File: src/rtl/core/scba_pkg.sv
// shared constants, types and helpers of the size class block allocator
package scba_pkg;

    localparam int NUM_CLASSES   = 4;
    localparam int MAX_BLOCKS    = 256;
    localparam int MIN_BLOCK     = 8;
    localparam int DEFAULT_COUNT = 16;

    localparam int CLS_W      = 2;
    localparam int BLK_W      = 8;
    localparam int CNT_W      = 9;
    localparam int SIZE_W     = 13;
    localparam int REQ_W      = 16;
    localparam int ADDR_W     = 22;
    localparam int REG_W      = 21;
    localparam int BASE_W     = 23;
    localparam int STATUS_W   = 3;
    localparam int CFG_IDX_W  = 4;
    localparam int CFG_DATA_W = 13;
    localparam int STEP_W     = $clog2(BLK_W);

    localparam int LINK_AW    = CLS_W + BLK_W;
    localparam int LINK_DEPTH = NUM_CLASSES * MAX_BLOCKS;

    localparam int Q_DEPTH = 2;
    localparam int Q_PTR_W = $clog2(Q_DEPTH);
    localparam int Q_CNT_W = $clog2(Q_DEPTH + 1);

    // result status codes
    localparam logic [STATUS_W-1:0] ST_OK        = 3'd0;
    localparam logic [STATUS_W-1:0] ST_ZERO_SIZE = 3'd1;
    localparam logic [STATUS_W-1:0] ST_NO_FIT    = 3'd2;
    localparam logic [STATUS_W-1:0] ST_EXHAUSTED = 3'd3;
    localparam logic [STATUS_W-1:0] ST_NOT_OWNED = 3'd4;

    // operation codes
    localparam logic OP_ALLOC = 1'b0;
    localparam logic OP_FREE  = 1'b1;

    // register index map
    localparam logic [CFG_IDX_W-1:0] CFG_SIZE_FIRST  = 4'd0;
    localparam logic [CFG_IDX_W-1:0] CFG_COUNT_FIRST = 4'd4;
    localparam logic [CFG_IDX_W-1:0] CFG_END         = 4'd8;

    // effective per class configuration
    typedef struct packed {
        logic [NUM_CLASSES-1:0][SIZE_W-1:0] size;
        logic [NUM_CLASSES-1:0][CNT_W-1:0]  count;
        logic [NUM_CLASSES-1:0][REG_W-1:0]  region;
        logic [NUM_CLASSES-1:0][BASE_W-1:0] base;
    } class_cfg_t;

    // classified command between front and back
    typedef struct packed {
        logic                is_free;
        logic [CLS_W-1:0]    cls;
        logic [STATUS_W-1:0] status;
        logic [REG_W-1:0]    offset;
    } cmd_t;

    // block size after reset for class c
    function automatic logic [SIZE_W-1:0] reset_size(input int c);
        logic [SIZE_W-1:0] s;
        s = (c < 4) ? SIZE_W'(16 << (2 * c)) : SIZE_W'(4096);
        return s;
    endfunction

endpackage

File: src/rtl/core/scba_if.sv
// request and response channel interfaces
interface scba_in_if
    import scba_pkg::*;
();
    logic              valid;
    logic              ready;
    logic              func;
    logic [REQ_W-1:0]  request_size;
    logic [ADDR_W-1:0] block_address;

    modport source(output valid, func, request_size, block_address, input ready);
    modport sink(input valid, func, request_size, block_address, output ready);
endinterface


File: src/rtl/core/scba_front.sv
// front end: accepts requests and picks the class and region offset
module scba_front
    import scba_pkg::*;
(
    scba_in_if.sink    req,
    input  class_cfg_t cfg,
    input  logic       hold,
    output logic       push_valid,
    input  logic       push_ready,
    output cmd_t       push_cmd
);

    logic [BASE_W-1:0] addr_ext;
    logic [BASE_W-1:0] off;

    // transfer only when the queue has room and no clearing pass runs
    assign req.ready  = push_ready & ~hold;
    assign push_valid = req.valid & ~hold;
    assign addr_ext   = BASE_W'(req.block_address);

    // classify the request
    always_comb
    begin
        push_cmd         = '0;
        push_cmd.is_free = req.func;
        off              = '0;
        if (req.func == OP_ALLOC)
        begin
            if (req.request_size == '0)
            begin
                push_cmd.status = ST_ZERO_SIZE;
            end
            else
            begin
                push_cmd.status = ST_NO_FIT;
                // descending scan so the lowest fitting class wins
                for (int c = NUM_CLASSES - 1; c >= 0; c--)
                begin
                    if (REQ_W'(cfg.size[c]) >= req.request_size)
                    begin
                        push_cmd.status = ST_OK;
                        push_cmd.cls    = CLS_W'(c);
                    end
                end
            end
        end
        else
        begin
            push_cmd.status = ST_NOT_OWNED;
            for (int c = NUM_CLASSES - 1; c >= 0; c--)
            begin
                off = addr_ext - cfg.base[c];
                if ((addr_ext >= cfg.base[c]) && (off < BASE_W'(cfg.region[c])))
                begin
                    push_cmd.status = ST_OK;
                    push_cmd.cls    = CLS_W'(c);
                    push_cmd.offset = off[REG_W-1:0];
                end
            end
        end
    end

endmodule

File: src/flat_wrapper.sv
// flat-port wrapper written by rule: the top's interface ports become plain ports
module scba_front_flat import scba_pkg::*;
  (cfg, hold, push_valid, push_ready, push_cmd, req_valid, req_func, req_request_size, req_block_address, req_ready);
  scba_in_if req_i ();
  input  class_cfg_t cfg;
  input  logic hold;
  output logic push_valid;
  input  logic push_ready;
  output cmd_t push_cmd;
  input wire logic [$bits(req_i.valid)-1:0] req_valid;
  input wire logic [$bits(req_i.func)-1:0] req_func;
  input wire logic [$bits(req_i.request_size)-1:0] req_request_size;
  input wire logic [$bits(req_i.block_address)-1:0] req_block_address;
  output wire logic [$bits(req_i.ready)-1:0] req_ready;
  assign req_i.valid = req_valid;
  assign req_i.func = req_func;
  assign req_i.request_size = req_request_size;
  assign req_i.block_address = req_block_address;
  assign req_ready = req_i.ready;
  scba_front u_core (.req(req_i), .cfg(cfg), .hold(hold), .push_valid(push_valid), .push_ready(push_ready), .push_cmd(push_cmd));
endmodule
File: config.mk
export PLATFORM = sky130hd
export DESIGN_NAME = scba_front_flat
export DESIGN_NICKNAME = d
export VERILOG_FILES = /design/src/rtl/core/scba_pkg.sv /design/src/rtl/core/scba_if.sv /design/src/rtl/core/scba_front.sv /design/src/flat_wrapper.sv
export SDC_FILE = /design/constraint.sdc
export NUM_CORES = 1
export LEC_CHECK = 0
export BUFFER_PORTS_ARGS = -buffer_cell sky130_fd_sc_hd__clkbuf_2
export CORE_UTILIZATION = 40
export DETAILED_ROUTE_END_ITERATION = 16
export GPL_TIMING_DRIVEN = 0
export PLACE_DENSITY = 0.67
export RECOVER_POWER = 50
export SLEW_MARGIN = 20
export SYNTH_ARGS = -nofsm -noshare
export SYNTH_HDL_FRONTEND = slang
export SYNTH_SLANG_ARGS = --single-unit
File: constraint.sdc
create_clock -name vclk -period 16.8
set_clock_uncertainty 0.1 [all_clocks]
set_input_delay 2.52 -clock vclk [all_inputs]
set_output_delay 2.52 -clock vclk [all_outputs]
set_load 0.01 [all_outputs]
==> run summary <==
Outcome: completed
Synth Area in Adders: 33.2%
Simple-gate share of the synthesized area: 18.5%
Critical path arrival: 8.67 ns
Port Buffers: 299
Highest achievable clock rate: 88.6 MHz
Count of boundary I/O pins: 335
Antenna fix cells: 0
Final hold violation count: 0
Count of buffers added by post-CTS timing repair for setup: 0
Leakage power total: 5.89 nW
Maximum fanout count along the critical path: 10
Pin slew with the least headroom to its limit: 0.694 ns
Drt wl/cell: 16.9 um
Relative area change from synthesis to final layout: 21.3%
Post-synthesis instance area: 8540 um2
Antenna-violating nets left: 0
CTS Hold Buffers Added: 0
Post-Route Setup TNS: 0 ns
Psw: 0.000233 W
Floorplan die area: 21900 um2
Count of routing violations after the opening detailed-route iteration: 494
Total Power Consumption: 0.000408 W
Xor/xnor share of the synthesized area: 7.38%
Internal Dissipation: 0.000175 W
Routability Congestion: 0.979
Required time at the endpoint of the critical path: 14.18 ns
Number of nets in the layout: 2063
Number of max-capacitance violations reported: 0
Die boundary width: 148 um
Instance count on the critical path: 26
Hold Crit Depth: 3
Tot GR Track Use: 27.1%
Endpoint kind of the worst setup timing path: output port
Post-Syn Instances: 1232
Ratio of cells with drive above 1 in the final layout: 20.2%
Kind of launch point of the worst setup path: input pin
Worst voltage drop across the vdd grid: 0.0000148 V
Synth area leader: ha_1
Critical Path Slowest Stage Cell: or4b_1
Kind of cell adding the most delay to the critical path: compound AO/OA/AOI/OAI gates
Total global routing overflow: 0
Pins over their slew limit: 0
Number of antenna violations at the first check in global routing: 0
Number of cells upsized or downsized after cts: 0
Average cell area after synthesis: 6.93 um2
Setup slack after layout: 5.51 ns
Global-route wire length before repair: 47.1 mm
Number of core rows: 53
Total number of sequential cells: 0
Final worst path period share: 67.2%
Ranking of synthesized cells by area: ha_1 (32%), inv_1 (9.2%), a21oi_1 (6.2%)
Sequential-to-total area share from yosys stat: 0%
Switching fraction of total power: 57.1%
Worst path buffer plus inverter count: 6
Die height: 148 um
Average vias per placed instance: 5.54
Final routed wirelength across all metal layers: 30.5 mm
FF/Latch Area: 0 um2
Most common cell in the synthesized netlist: ha_1
Compound-Gate Fraction of Synth Area: 30.5%
CLK BUF: 0
Clock network fraction of design power: 0%
Top-area cell type share of the netlist area: 32.2%
Pin count of the biggest net entering global routing: 11
Share of cell area taken by muxes after synthesis: 0.249%
HPWL after detailed placement: 27.7 mm
Distinct cell type count after synthesis: 75
Final setup violation count: 0
Main combinational cell family by area after synthesis: adder cells
First-pass DRT Iterations: 8
Final core utilization: 49.4%
Post-route DRC: 0
Number of nets in the synthesized netlist: 1762
Share of power burned in combinational logic: 100.0%
Reg power frac: 0%
Worst rel slew slack: 53.6%
Synth top cells by count: ha_1 (220), inv_1 (209), a21oi_1 (106)
Synth Warn #: 0
Crit-path max cell delay: 0.59 ns
Initial Utilization: 40.8%
Placement Setup Slack: 5.81 ns
Power per unit of standard cell area: 39.4 nW/um2
Most frequent CP cell: a21oi_1
Worst Hold Slack: 5.18 ns
Critical Setup Path Class: input pin to output port
Min-Delay Path Class: input pin to output port
Area of the core region: 21000 um2
Total number of vias: 10.0k
Vias in the first global route: 9507
Post-layout min period: 11.29 ns
Unrepaired setup endpoints after global routing: false
==> power groups by stage <==
stage          logic (W)  clock network [W]  registers [W]
3_3_place_gp    0.000395                  0              0
4_1_cts         0.000405                  0              0
5_1_grt         0.000460                  0              0
3_5_place_dp    0.000403                  0              0
6_report        0.000408                  0              0
2_1_floorplan   0.000278                  0              0
==> cell type report <==
| cell class | instances | area (um2) |
|---|---|---|
| multi-input combinational | 1005 | 7660 |
| timing repair buffer | 299 | 1490 |
| tap | 275 | 344 |
| inverter | 210 | 788 |
| fill | 2161 | 10600 |
| buffer | 17 | 78.8 |
==> metrics by stage <==
| step | cells | instance area (um2) |
|---|---|---|
| 3_5_place_dp | 1806 | 10400 |
| 3_3_place_gp | 1806 | 10400 |
| 5_1_grt | 1806 | 10400 |
| 4_1_cts | 1806 | 10400 |
| 6_report | 1806 | 10400 |
| 2_1_floorplan | 1232 | 8540 |
==> tightest hold or removal path: stages <==
cell and delay [ns]:
clkbuf_2 0.09, nor2b_1 0.04, clkbuf_1 0.11
==> cells in the final DEF, fill, tap and decap left out, types with 9 or more instances in the layout <==
cell and instances:
clkbuf_2 291, ha_1 220, inv_1 209, a21oi_1 107, o21ai_0 89, nor2_1 76
nand2_1 54, xnor2_1 46, a21o_1 45, nand3_1 36, nor3_1 30, xor2_1 26
nand2b_1 23, o21a_1 22, nand4_1 21, clkbuf_1 20, nor2b_1 20, a211oi_1 19
o211ai_1 14, nor4_1 13, and3_1 12, a221o_1 9
==> kinds of logic (layout without fill, tap and decap cells) <==
kind of cell | count (synthesis) | count (layout)
AOI/OAI and AO/OA | 396 | 396
xor gates and xnor gates | 72 | 72
adders and majority gates | 224 | 224
buffers and inverters | 227 | 526
muxes | 2 | 2
and+or+nand+nor | 311 | 311
==> final timing paths <==
check | startpoint | to | slack [ns]
setup / recovery | req_block_address[0] | push_cmd[16] | 5.51
hold / removal | hold | req_ready | 5.18
==> layer usage <==
metal | wire length, um | up-vias | track usage (%)
li1 | - | 5064 | -
met1 | 13700 | 4501 | 36.3
met2 | 13800 | 389 | 46.4
met3 | 1940 | 54 | 1.50
met4 | 1050 | 0 | 8.56
met5 | 0 | - | 0
No activity file was read; power rests on OpenSTA's default activity.
