[src/rtl/core/scba_pkg.sv]
// shared constants, types and helpers of the size class block allocator
package scba_pkg;

    localparam int NUM_CLASSES   = 4;
    localparam int MAX_BLOCKS    = 256;
    localparam int MIN_BLOCK     = 8;
    localparam int DEFAULT_COUNT = 16;

    localparam int CLS_W      = 2;
    localparam int BLK_W      = 8;
    localparam int CNT_W      = 9;
    localparam int SIZE_W     = 13;
    localparam int REQ_W      = 16;
    localparam int ADDR_W     = 22;
    localparam int REG_W      = 21;
    localparam int BASE_W     = 23;
    localparam int STATUS_W   = 3;
    localparam int CFG_IDX_W  = 4;
    localparam int CFG_DATA_W = 13;
    localparam int STEP_W     = $clog2(BLK_W);

    localparam int LINK_AW    = CLS_W + BLK_W;
    localparam int LINK_DEPTH = NUM_CLASSES * MAX_BLOCKS;

    localparam int Q_DEPTH = 2;
    localparam int Q_PTR_W = $clog2(Q_DEPTH);
    localparam int Q_CNT_W = $clog2(Q_DEPTH + 1);

    // result status codes
    localparam logic [STATUS_W-1:0] ST_OK        = 3'd0;
    localparam logic [STATUS_W-1:0] ST_ZERO_SIZE = 3'd1;
    localparam logic [STATUS_W-1:0] ST_NO_FIT    = 3'd2;
    localparam logic [STATUS_W-1:0] ST_EXHAUSTED = 3'd3;
    localparam logic [STATUS_W-1:0] ST_NOT_OWNED = 3'd4;

    // operation codes
    localparam logic OP_ALLOC = 1'b0;
    localparam logic OP_FREE  = 1'b1;

    // register index map
    localparam logic [CFG_IDX_W-1:0] CFG_SIZE_FIRST  = 4'd0;
    localparam logic [CFG_IDX_W-1:0] CFG_COUNT_FIRST = 4'd4;
    localparam logic [CFG_IDX_W-1:0] CFG_END         = 4'd8;

    // effective per class configuration
    typedef struct packed {
        logic [NUM_CLASSES-1:0][SIZE_W-1:0] size;
        logic [NUM_CLASSES-1:0][CNT_W-1:0]  count;
        logic [NUM_CLASSES-1:0][REG_W-1:0]  region;
        logic [NUM_CLASSES-1:0][BASE_W-1:0] base;
    } class_cfg_t;

    // classified command between front and back
    typedef struct packed {
        logic                is_free;
        logic [CLS_W-1:0]    cls;
        logic [STATUS_W-1:0] status;
        logic [REG_W-1:0]    offset;
    } cmd_t;

    // block size after reset for class c
    function automatic logic [SIZE_W-1:0] reset_size(input int c);
        logic [SIZE_W-1:0] s;
        s = (c < 4) ? SIZE_W'(16 << (2 * c)) : SIZE_W'(4096);
        return s;
    endfunction

endpackage

[src/rtl/core/scba_queue.sv]
// short command queue between front and back
module scba_queue
    import scba_pkg::*;
(
    input  logic clk,
    input  logic rst_n,
    input  logic push_valid,
    output logic push_ready,
    input  cmd_t push_cmd,
    output logic pop_valid,
    input  logic pop_ready,
    output cmd_t pop_cmd
);

    cmd_t               entry_reg [Q_DEPTH];
    logic [Q_PTR_W-1:0] wr_ptr_reg;
    logic [Q_PTR_W-1:0] rd_ptr_reg;
    logic [Q_CNT_W-1:0] cnt_reg;
    logic               do_push;
    logic               do_pop;

    assign push_ready = (cnt_reg != Q_CNT_W'(Q_DEPTH));
    assign pop_valid  = (cnt_reg != '0);
    assign pop_cmd    = entry_reg[rd_ptr_reg];
    assign do_push    = push_valid & push_ready;
    assign do_pop     = pop_valid & pop_ready;

    // pointers and fill count
    always_ff @(posedge clk or negedge rst_n)
    begin
        if (!rst_n)
        begin
            wr_ptr_reg <= '0;
            rd_ptr_reg <= '0;
            cnt_reg    <= '0;
        end
        else
        begin
            if (do_push)
            begin
                wr_ptr_reg <= (wr_ptr_reg == Q_PTR_W'(Q_DEPTH - 1)) ? '0 : wr_ptr_reg + 1'b1;
            end
            if (do_pop)
            begin
                rd_ptr_reg <= (rd_ptr_reg == Q_PTR_W'(Q_DEPTH - 1)) ? '0 : rd_ptr_reg + 1'b1;
            end
            if (do_push && !do_pop)
            begin
                cnt_reg <= cnt_reg + 1'b1;
            end
            else if (do_pop && !do_push)
            begin
                cnt_reg <= cnt_reg - 1'b1;
            end
        end
    end

    // entry storage
    always_ff @(posedge clk)
    begin
        if (do_push)
        begin
            entry_reg[wr_ptr_reg] <= push_cmd;
        end
    end

endmodule

[config.mk]
export PLATFORM = sky130hd
export DESIGN_NAME = scba_queue
export DESIGN_NICKNAME = d
export VERILOG_FILES = /design/src/rtl/core/scba_pkg.sv /design/src/rtl/core/scba_queue.sv
export SDC_FILE = /design/constraint.sdc
export NUM_CORES = 1
export LEC_CHECK = 0
export ABC_AREA = 1
export BUFFER_PORTS_ARGS = -buffer_cell sky130_fd_sc_hd__buf_2
export CAP_MARGIN = 15
export CORE_MARGIN = 2
export CORE_UTILIZATION = 51
export DETAILED_ROUTE_END_ITERATION = 8
export GPL_ROUTABILITY_DRIVEN = 0
export PLACE_DENSITY = 0.78
export SLEW_MARGIN = 20
export SYNTH_ARGS = -nofsm -noshare
export SYNTH_HDL_FRONTEND = slang
export SYNTH_SLANG_ARGS = --single-unit
[constraint.sdc]
create_clock -name clk -period 2.5 [get_ports clk]
set_input_delay 0.25 -clock clk [delete_from_list [all_inputs] [get_ports clk]]
set_output_delay 0.25 -clock clk [all_outputs]
set_load 0.1 [all_outputs]
==> run metrics, run 1 <==
status complete, no violations; Routed Antenna Nets 0; Rows 24; count of different cell masters after synthesis 15; Worst Path Required 2250 ps; routed via count 1412; Synth Warn # 0; R2R Setup Slk 910 ps; endpoints failing setup 0; r2r endpoint entry_reg[1][14]$_DFFE_PP_; CP Cell Sequence inv_2 > nand2_1 > nand2_1 > buf_2; CTS tree yes; Worst Tran Pin Value 500 ps; placed cell count 280; FF+latch count, synth 58; dpl cell area 0.00256 mm^2; Max FO, Critical Path 28; R2R cell count 5; clk_skew 7.63 ps; Initial Util 51.9%; post-route cell area 0.00272 mm^2; Seq/Total Area, Yosys 77.3%; Hold Path Origin push_cmd[15]; Slew Limit Headroom 66.9%; CP arrival 1940 ps; CTS sink cnt 58; TritonRoute pass-1 iters 4; cell area after synthesis 0.00223 mm^2; part of the cycle the worst path needs 87.5%; hold buffer count at cts 1; Via density 4.77; Avg Inst Size Synth 13.2 um^2; Critical Path Start Type flip-flop; unrepaired setup endpoints after global routing no; Crit Path Class flip-flop to output pin; max_cap viols 0; vias in the first global route 1434; chip width 70.1 um; CTS Root Cell clkbuf_8; Area growth, synth to finish 22.3%; Reg area 0.00172 mm^2; Post-Route WL 3.83 mm; FILL cells 347; worst stage delay on the critical path 550 ps; share of cells above drive strength 1 35.2%; Die Ht 70.1 um; routed length per instance 12.9 um; CTS clk-pin slew, worst paths 60 ps; die area 0.00491 mm^2; Final Util 63.4%; most used cell along the critical path nand2_1; largest net degree at the start of global routing 29; Post-Layout Cell Count 296; global-route wire length before repair 6.23 mm; nets 272; # IOs 60; Post-CTS Setup Inserts 0; critical path's slowest cell dfrtp_1; Ant. Diodes 0; Post-Synthesis Cells 169; crit end category output pin; CTS Buffer Depth 2; Resize count post-CTS 0; Worst Hold Class primary input to flip-flop; Post-Syn Nets 201; RR Startpoint cnt_reg[0]$_DFFE_PN0P_; GR Overflow Total 0; Hold WS 108 ps; core region area 0.00429 mm^2; # port buffers 59; fin crit period 2190 ps; Fin. Hold Viols 0; max FFs per register 54; number of DRC markers in iteration 0 123; Hold EP entry_reg[1][15]$_DFFE_PP_; GRT Overall Usage 17.2%; most common cell after layout, fill and taps aside nand2_1; Slew Viols, Final 0; number of buffers created by CTS 9; clk_lat worst skew 330 ps; post-detail-place hpwl 2.66 mm; CTS HTree Levels 3; maximum clock rate 0.457 GHz; footprint of the multi-input gates 415 um^2; hold path depth 1; initial antenna violation count 0; DRC 0; commonest non-fill, non-tap cells in the layout 85 x nand2_1, 59 x buf_2, 54 x edfxtp_1
## routing by layer
layer	vias up	global-route usage (%)	routed length [um]	share of wire, %
li1	701	-	-	-
met3	11	7.50	233	6.1
met5	-	0	0	0
met1	655	20.3	1610	42
met2	45	27.8	1900	50
met4	0	7.05	83	2.2
## layout make-up
type,instances,share of cell area [%]
Timing Repair Buffer,65,12.6
Clock buffer,12,4.96
Sequential cell,58,63.2
Clock inverter,3,0.643
Inverter,7,0.965
Tap cell,52,2.39
Multi-Input combinational cell,99,15.3
## kinds of logic (layout without fill, tap and decap cells)
| family | after synthesis | in the layout | share of synthesized area, % |
|---|---|---|---|
| xor gates and xnor gates | 2 | 2 | 0.787 |
| adders and majority gates | 1 | 1 | 0.562 |
| buffers and inverters | 12 | 87 | 4.27 |
| DFF | 58 | 58 | 77.3 |
| and+or+nand+nor | 96 | 96 | 17.1 |
## stage by stage
stage,worst slack [ps],setup TNS (ps)
5_1_grt,80.1,0
3_5_place_dp,621,0
2_1_floorplan,-67.8,-3660
6_report,312,0
3_3_place_gp,683,0
4_1_cts,249,0
## worst max path at each step
stage / start / slack (ps) / cells after the start / endpoint
CTS: rd_ptr_reg$_DFFE_PN0P_ / 250 / 4 / pop_cmd[0]
global route: rd_ptr_reg$_DFFE_PN0P_ / 80 / 4 / pop_cmd[0]
finish: rd_ptr_reg$_DFFE_PN0P_ / 310 / 4 / pop_cmd[15]
floorplan: cnt_reg[0]$_DFFE_PN0P_ / -70 / 4 / entry_reg[0][0]$_DFFE_PP_
global placement: rd_ptr_reg$_DFFE_PN0P_ / 680 / 4 / pop_cmd[14]
detailed placement: rd_ptr_reg$_DFFE_PN0P_ / 620 / 4 / pop_cmd[15]
## cell usage after synthesis (all sizes together)
master / count / area, um^2
buf: 5 / 68.8
dfrtp: 4 / 100
edfxtp: 54 / 1620
ha: 1 / 12.5
inv: 7 / 26.3
nand2: 91 / 357
nand3: 2 / 10.0
nand4: 1 / 6.26
nor2: 2 / 7.51
xnor2: 1 / 8.76
xor2: 1 / 8.76
## worst max-delay path: cells and delay by family, from the launching register on
kind / cells / cell delay [ps]
buffers and inverters: 2 / 860
AND/OR/NAND/NOR: 2 / 200
flip-flops: 1 / 550
Power of run 1 is left out: the tool's default activity adds up to more than one toggle a clock period on the data nets, which glitch-free logic cannot reach.
==> run 2, diff against run 1 <==
--- a/config.mk
+++ b/config.mk
@@ -5,7 +5,6 @@
 export SDC_FILE = /design/constraint.sdc
 export NUM_CORES = 1
 export LEC_CHECK = 0
-export ABC_AREA = 1
 export BUFFER_PORTS_ARGS = -buffer_cell sky130_fd_sc_hd__buf_2
 export CAP_MARGIN = 15
 export CORE_MARGIN = 2
==> run 2 against run 1 <==
  * Register-to-register slack worse by 80 ps
  * Hold slack gained 13 ps
  * Via count fell by 19%
  * Sequential cell count stayed put
  * Synthesized cell count down 40%
  * Worst setup slack better by 240 ps
  * Non-clock buffer count fell by 2
  * Clock skew is 4.6 ps lower
  * Global-route usage down 0.67 points
  * Cell count shrank 22%
  * Critical path type unchanged
  * Critical endpoint is now pop_cmd[12]
==> run metrics, run 2 <==
status complete, no violations; DRC 0; Seq/Total Area, Yosys 76.8%; Post-Layout Cell Count 230; Via density 4.96; Synth Warn # 0; CTS Buffer Depth 2; Initial Util 52.2%; Post-Syn Nets 134; Post-synth top cells 54 x edfxtp_1, 19 x mux2_4, 8 x mux2_2; fraction of registers with async set/reset 6.90%; CTS HTree Levels 3; post-detail-place hpwl 2.73 mm; EDFF count, synth 54; max_cap viols 0; Worst Tran Pin Value 536 ps; Worst Path Required 2250 ps; GR Overflow Total 0; TritonRoute pass-1 iters 4; most common cell after layout, fill and taps aside edfxtp_1; critical path's slowest cell dfrtp_1; cell area after synthesis 0.00224 mm^2; # IOs 60; placed cell count 213; unrepaired setup endpoints after global routing no; synth top area cells edfxtp_1 72%, mux2_4 13%, dfrtp_1 4.5%, mux2_2 4.0%, buf_12 1.8%; Slew Limit Headroom 64.2%; most used cell along the critical path buf_12; max FFs per register 54; Ant. Diodes 0; count of different cell masters after synthesis 15; chip width 70.3 um; global-route wire length before repair 5.85 mm; Final Util 74.2%; share of cells above drive strength 1 57.3%; FILL cells 249; Slew Viols, Final 0; R2R cell count 4; Avg Inst Size Synth 22.0 um^2; commonest non-fill, non-tap cells in the layout 54 x edfxtp_1, 32 x buf_2, 30 x buf_12; part of the cycle the worst path needs 77.9%; Fin. Hold Viols 0; maximum clock rate 0.513 GHz; CTS sink cnt 58; Die Ht 70.3 um; routed length per instance 15.9 um; CP Cell Sequence buf_12 > mux2_2 > buf_12; GRT Overall Usage 16.6%; Post-Route WL 3.65 mm; Crit Path Class flip-flop to output pin; Most used DFF post-synth edfxtp_1; vias in the first global route 1160; CP arrival 1700 ps; Worst Hold Class primary input to flip-flop; leading area contributor after synthesis edfxtp_1; Post-CTS Setup Inserts 0; CTS clk-pin slew, worst paths 60 ps; Area growth, synth to finish 42.0%; initial antenna violation count 0; number of buffers created by CTS 9; core region area 0.00429 mm^2; routed via count 1141; fin crit period 1950 ps; nets 205; Synth top area share 72.3%; most frequent cell after synthesis edfxtp_1; FF+latch count, synth 58; Max FO, Critical Path 21; Critical Path Start Type flip-flop; Post-Synthesis Cells 102; Rows 24; hold path depth 1; Hold WS 121 ps; largest net degree at the start of global routing 22; CTS Root Cell clkbuf_8; crit end category output pin; endpoints failing setup 0; number of DRC markers in iteration 0 71; die area 0.00494 mm^2; CTS tree yes; clk_skew 3.02 ps; clk_lat worst skew 310 ps; Routed Antenna Nets 0; # port buffers 59; worst stage delay on the critical path 570 ps; total negative slack 0 ps
## run 2: logic make-up (layout without fill, tap and decap cells)
family | count (synthesis) | count (layout) | synth area share, %
buf+inv | 4 | 80 | 2.46
xor+xnor | 5 | 5 | 1.95
simple gates | 7 | 7 | 1.51
fa+ha+maj | 1 | 1 | 0.558
flops | 58 | 58 | 76.8
mux | 27 | 27 | 16.7
## run 2: critical path, delay by kind of cell (launching register included)
family	cells	cell delay (ps)
muxes	1	390
DFF	1	570
buffers and inverters	2	420
## run 2: what timing repair did
| action | 4_1_cts | 5_1_grt |
|---|---|---|
| gates resized for setup | 0 | 0 |
| endpoints found under the hold margin | 4 | 0 |
| hold buffers | 1 | 0 |
## run 2: final timing paths
kind                                        start                    endpoint  slack [ps]
setup / recovery           rd_ptr_reg$_DFFE_PN0P_                 pop_cmd[12]         550
hold / removal                       push_cmd[22]  entry_reg[0][22]$_DFFE_PP_         120
min in group asynchronous                   rst_n      cnt_reg[0]$_DFFE_PN0P_         270
setup reg to reg           cnt_reg[0]$_DFFE_PN0P_   entry_reg[0][8]$_DFFE_PP_         830
max in group asynchronous                   rst_n      wr_ptr_reg$_DFFE_PN0P_        2110
hold reg to reg            cnt_reg[1]$_DFFE_PN0P_      cnt_reg[1]$_DFFE_PN0P_         530
## run 2: metal layers
metal | vias to the layer above | global-route usage [%] | wire length, um
li1 | 538 | - | -
met1 | 555 | 19.4 | 1450
met2 | 42 | 26.3 | 1920
met3 | 6 | 5.92 | 224
met4 | 0 | 9.62 | 53
met5 | - | 0 | 0
## run 2: area by class of cell
class | count | area [um^2] | share of cell area [%]
timing repair buffer | 63 | 771 | 24.2
sequential | 58 | 1720 | 54.1
multi-input combinational | 40 | 470 | 14.8
tap | 52 | 65.1 | 2.04
inverter | 1 | 3.75 | 0.118
clock inverter | 5 | 21.3 | 0.668
clock buffer | 11 | 131 | 4.13
## run 2: stage by stage
stage / setup slack, ps / instance area [um^2]
global route: 495 / 3180
detailed placement: 832 / 3020
finish: 553 / 3180
floorplan: 282 / 2250
global placement: 919 / 3020
CTS: 531 / 3180
Power of run 2 is left out for the same reason.
==> run 3, diff against run 2 <==
--- a/config.mk
+++ b/config.mk
@@ -8,10 +8,10 @@
 export BUFFER_PORTS_ARGS = -buffer_cell sky130_fd_sc_hd__buf_2
 export CAP_MARGIN = 15
 export CORE_MARGIN = 2
-export CORE_UTILIZATION = 51
+export CORE_UTILIZATION = 46
 export DETAILED_ROUTE_END_ITERATION = 8
 export GPL_ROUTABILITY_DRIVEN = 0
-export PLACE_DENSITY = 0.78
+export PLACE_DENSITY = 0.74
 export SLEW_MARGIN = 20
 export SYNTH_ARGS = -nofsm -noshare
 export SYNTH_HDL_FRONTEND = slang
==> constraint.sdc (replaced) <==
create_clock -name clk -period 1.75 [get_ports clk]
set_input_delay 0.175 -clock clk [delete_from_list [all_inputs] [get_ports clk]]
set_output_delay 0.175 -clock clk [all_outputs]
set_load 0.1 [all_outputs]
==> run 3 against run 2 <==
  * Via count shrank 0.18%
  * Die area grew 10%
  * Largest cell class unchanged
  * Hold slack lost 83 ps
  * Worst setup slack lost 510 ps
  * Sequential share of layout area grew 2.3 points
  * Final area shrank 4.1%
  * Highest routed layer unchanged
  * Clock skew grew 2.5 ps
  * Cell count grew 7.0%
  * Register-to-register slack lost 590 ps
  * Clock-buffer cell count shrank 2
==> run metrics, run 3 (synthesized netlist as in run 2, its figures left out) <==
routed length per instance 14.5 um; die area 0.00545 mm^2; post-route setup slack 47.4 ps; Ant. Diodes 0; initial antenna violation count 0; footprint of the multi-input gates 484 um^2; GR Overflow Total 0; # port buffers 59; Routed Antenna Nets 0; FILL cells 350; Max FO, Critical Path 20; global-route wire length before repair 5.69 mm; endpoints failing setup 0; dpl cell area 0.00287 mm^2; number of DRC markers in iteration 0 98; clk_lat worst skew 320 ps; crit end category output pin; Via density 4.63; CTS Root Cell clkbuf_8; Area growth, synth to finish 36.2%; Worst Tran Pin Value 493 ps; max FFs per register 54; max_cap viols 0; CTS HTree Levels 3; Worst Hold Class primary input to flip-flop; Fin. Hold Viols 0; Critical Path Start Type flip-flop; fin crit period 1700 ps; Slew Limit Headroom 67.4%; CTS sink cnt 58; CTS Buffer Depth 2; status complete, no violations; DRC 0; Post-Route WL 3.56 mm; Die Ht 73.8 um; nets 208; largest net degree at the start of global routing 21; Rows 25; total negative slack 0 ps; GRT Overall Usage 15.0%; chip width 73.8 um; core region area 0.00472 mm^2; Hold WS 38.1 ps; most common cell after layout, fill and taps aside edfxtp_1; Reg area 0.00172 mm^2; CP arrival 1530 ps; CTS clk-pin slew, worst paths 60 ps; vias in the first global route 1224; maximum clock rate 0.587 GHz; part of the cycle the worst path needs 97.3%; # IOs 60; Initial Util 47.5%; clk_skew 5.49 ps; CTS tree yes; Worst Path Required 1570 ps; commonest non-fill, non-tap cells in the layout 54 x edfxtp_1, 44 x buf_2, 19 x mux2_4; worst slack at placement 249 ps; Slew Viols, Final 0; share of cells above drive strength 1 60.9%; Crit Path Class flip-flop to output pin; routed via count 1139; TritonRoute pass-1 iters 2; unrepaired setup endpoints after global routing no; post-detail-place hpwl 2.57 mm; post-route cell area 0.00305 mm^2; number of buffers created by CTS 9
-- run 3: critical path, stage by stage (launching register included) --
cell	delay, ps
dfrtp_1	410
buf_12	170
mux2_4	200
buf_2	420
-- run 3: per-layer routing --
layer | global-route usage (%) | vias to the layer above | part of all wire, %
met1 | 15.6 | 551 | 37
li1 | - | 539 | -
met4 | 9.09 | 0 | 1.5
met2 | 26.0 | 43 | 54
met3 | 5.21 | 6 | 7.6
met5 | 0 | - | 0
-- run 3: through the flow --
stage | utilization (%) | cells
floorplan | - | 102
detailed placement | 60.7 | 231
finish | 64.6 | 246
global route | 64.6 | 246
CTS | 64.5 | 246
global placement | 60.7 | 231
-- run 3: repair_timing --
item,4_1_cts,5_1_grt
buffers inserted,0,0
endpoints found under the setup margin,0,2
hold buffers,1,0
hold endpoints to repair,4,0
gates resized for setup,0,4
-- run 3: worst paths after layout --
kind	startpoint	end	slack (ps)	depth (start not counted)
max	rd_ptr_reg$_DFFE_PN0P_	pop_cmd[4]	50	3
max reg2reg	cnt_reg[0]$_DFFE_PN0P_	cnt_reg[1]$_DFFE_PN0P_	240	6
min reg2reg	cnt_reg[0]$_DFFE_PN0P_	cnt_reg[0]$_DFFE_PN0P_	540	1
max in group asynchronous	rst_n	wr_ptr_reg$_DFFE_PN0P_	1450	2
min in group asynchronous	rst_n	rd_ptr_reg$_DFFE_PN0P_	180	2
min	push_cmd[1]	entry_reg[1][1]$_DFFE_PP_	40	1
-- run 3: layout make-up --
| class | instances | area share [%] |
|---|---|---|
| multi-input combinational | 40 | 15.9 |
| timing repair buffer | 66 | 19.3 |
| clock buffer | 9 | 4.06 |
| inverter | 1 | 0.123 |
| tap | 67 | 2.75 |
| clock inverter | 5 | 1.56 |
| sequential | 58 | 56.4 |
Power of run 3 is left out for the same reason.
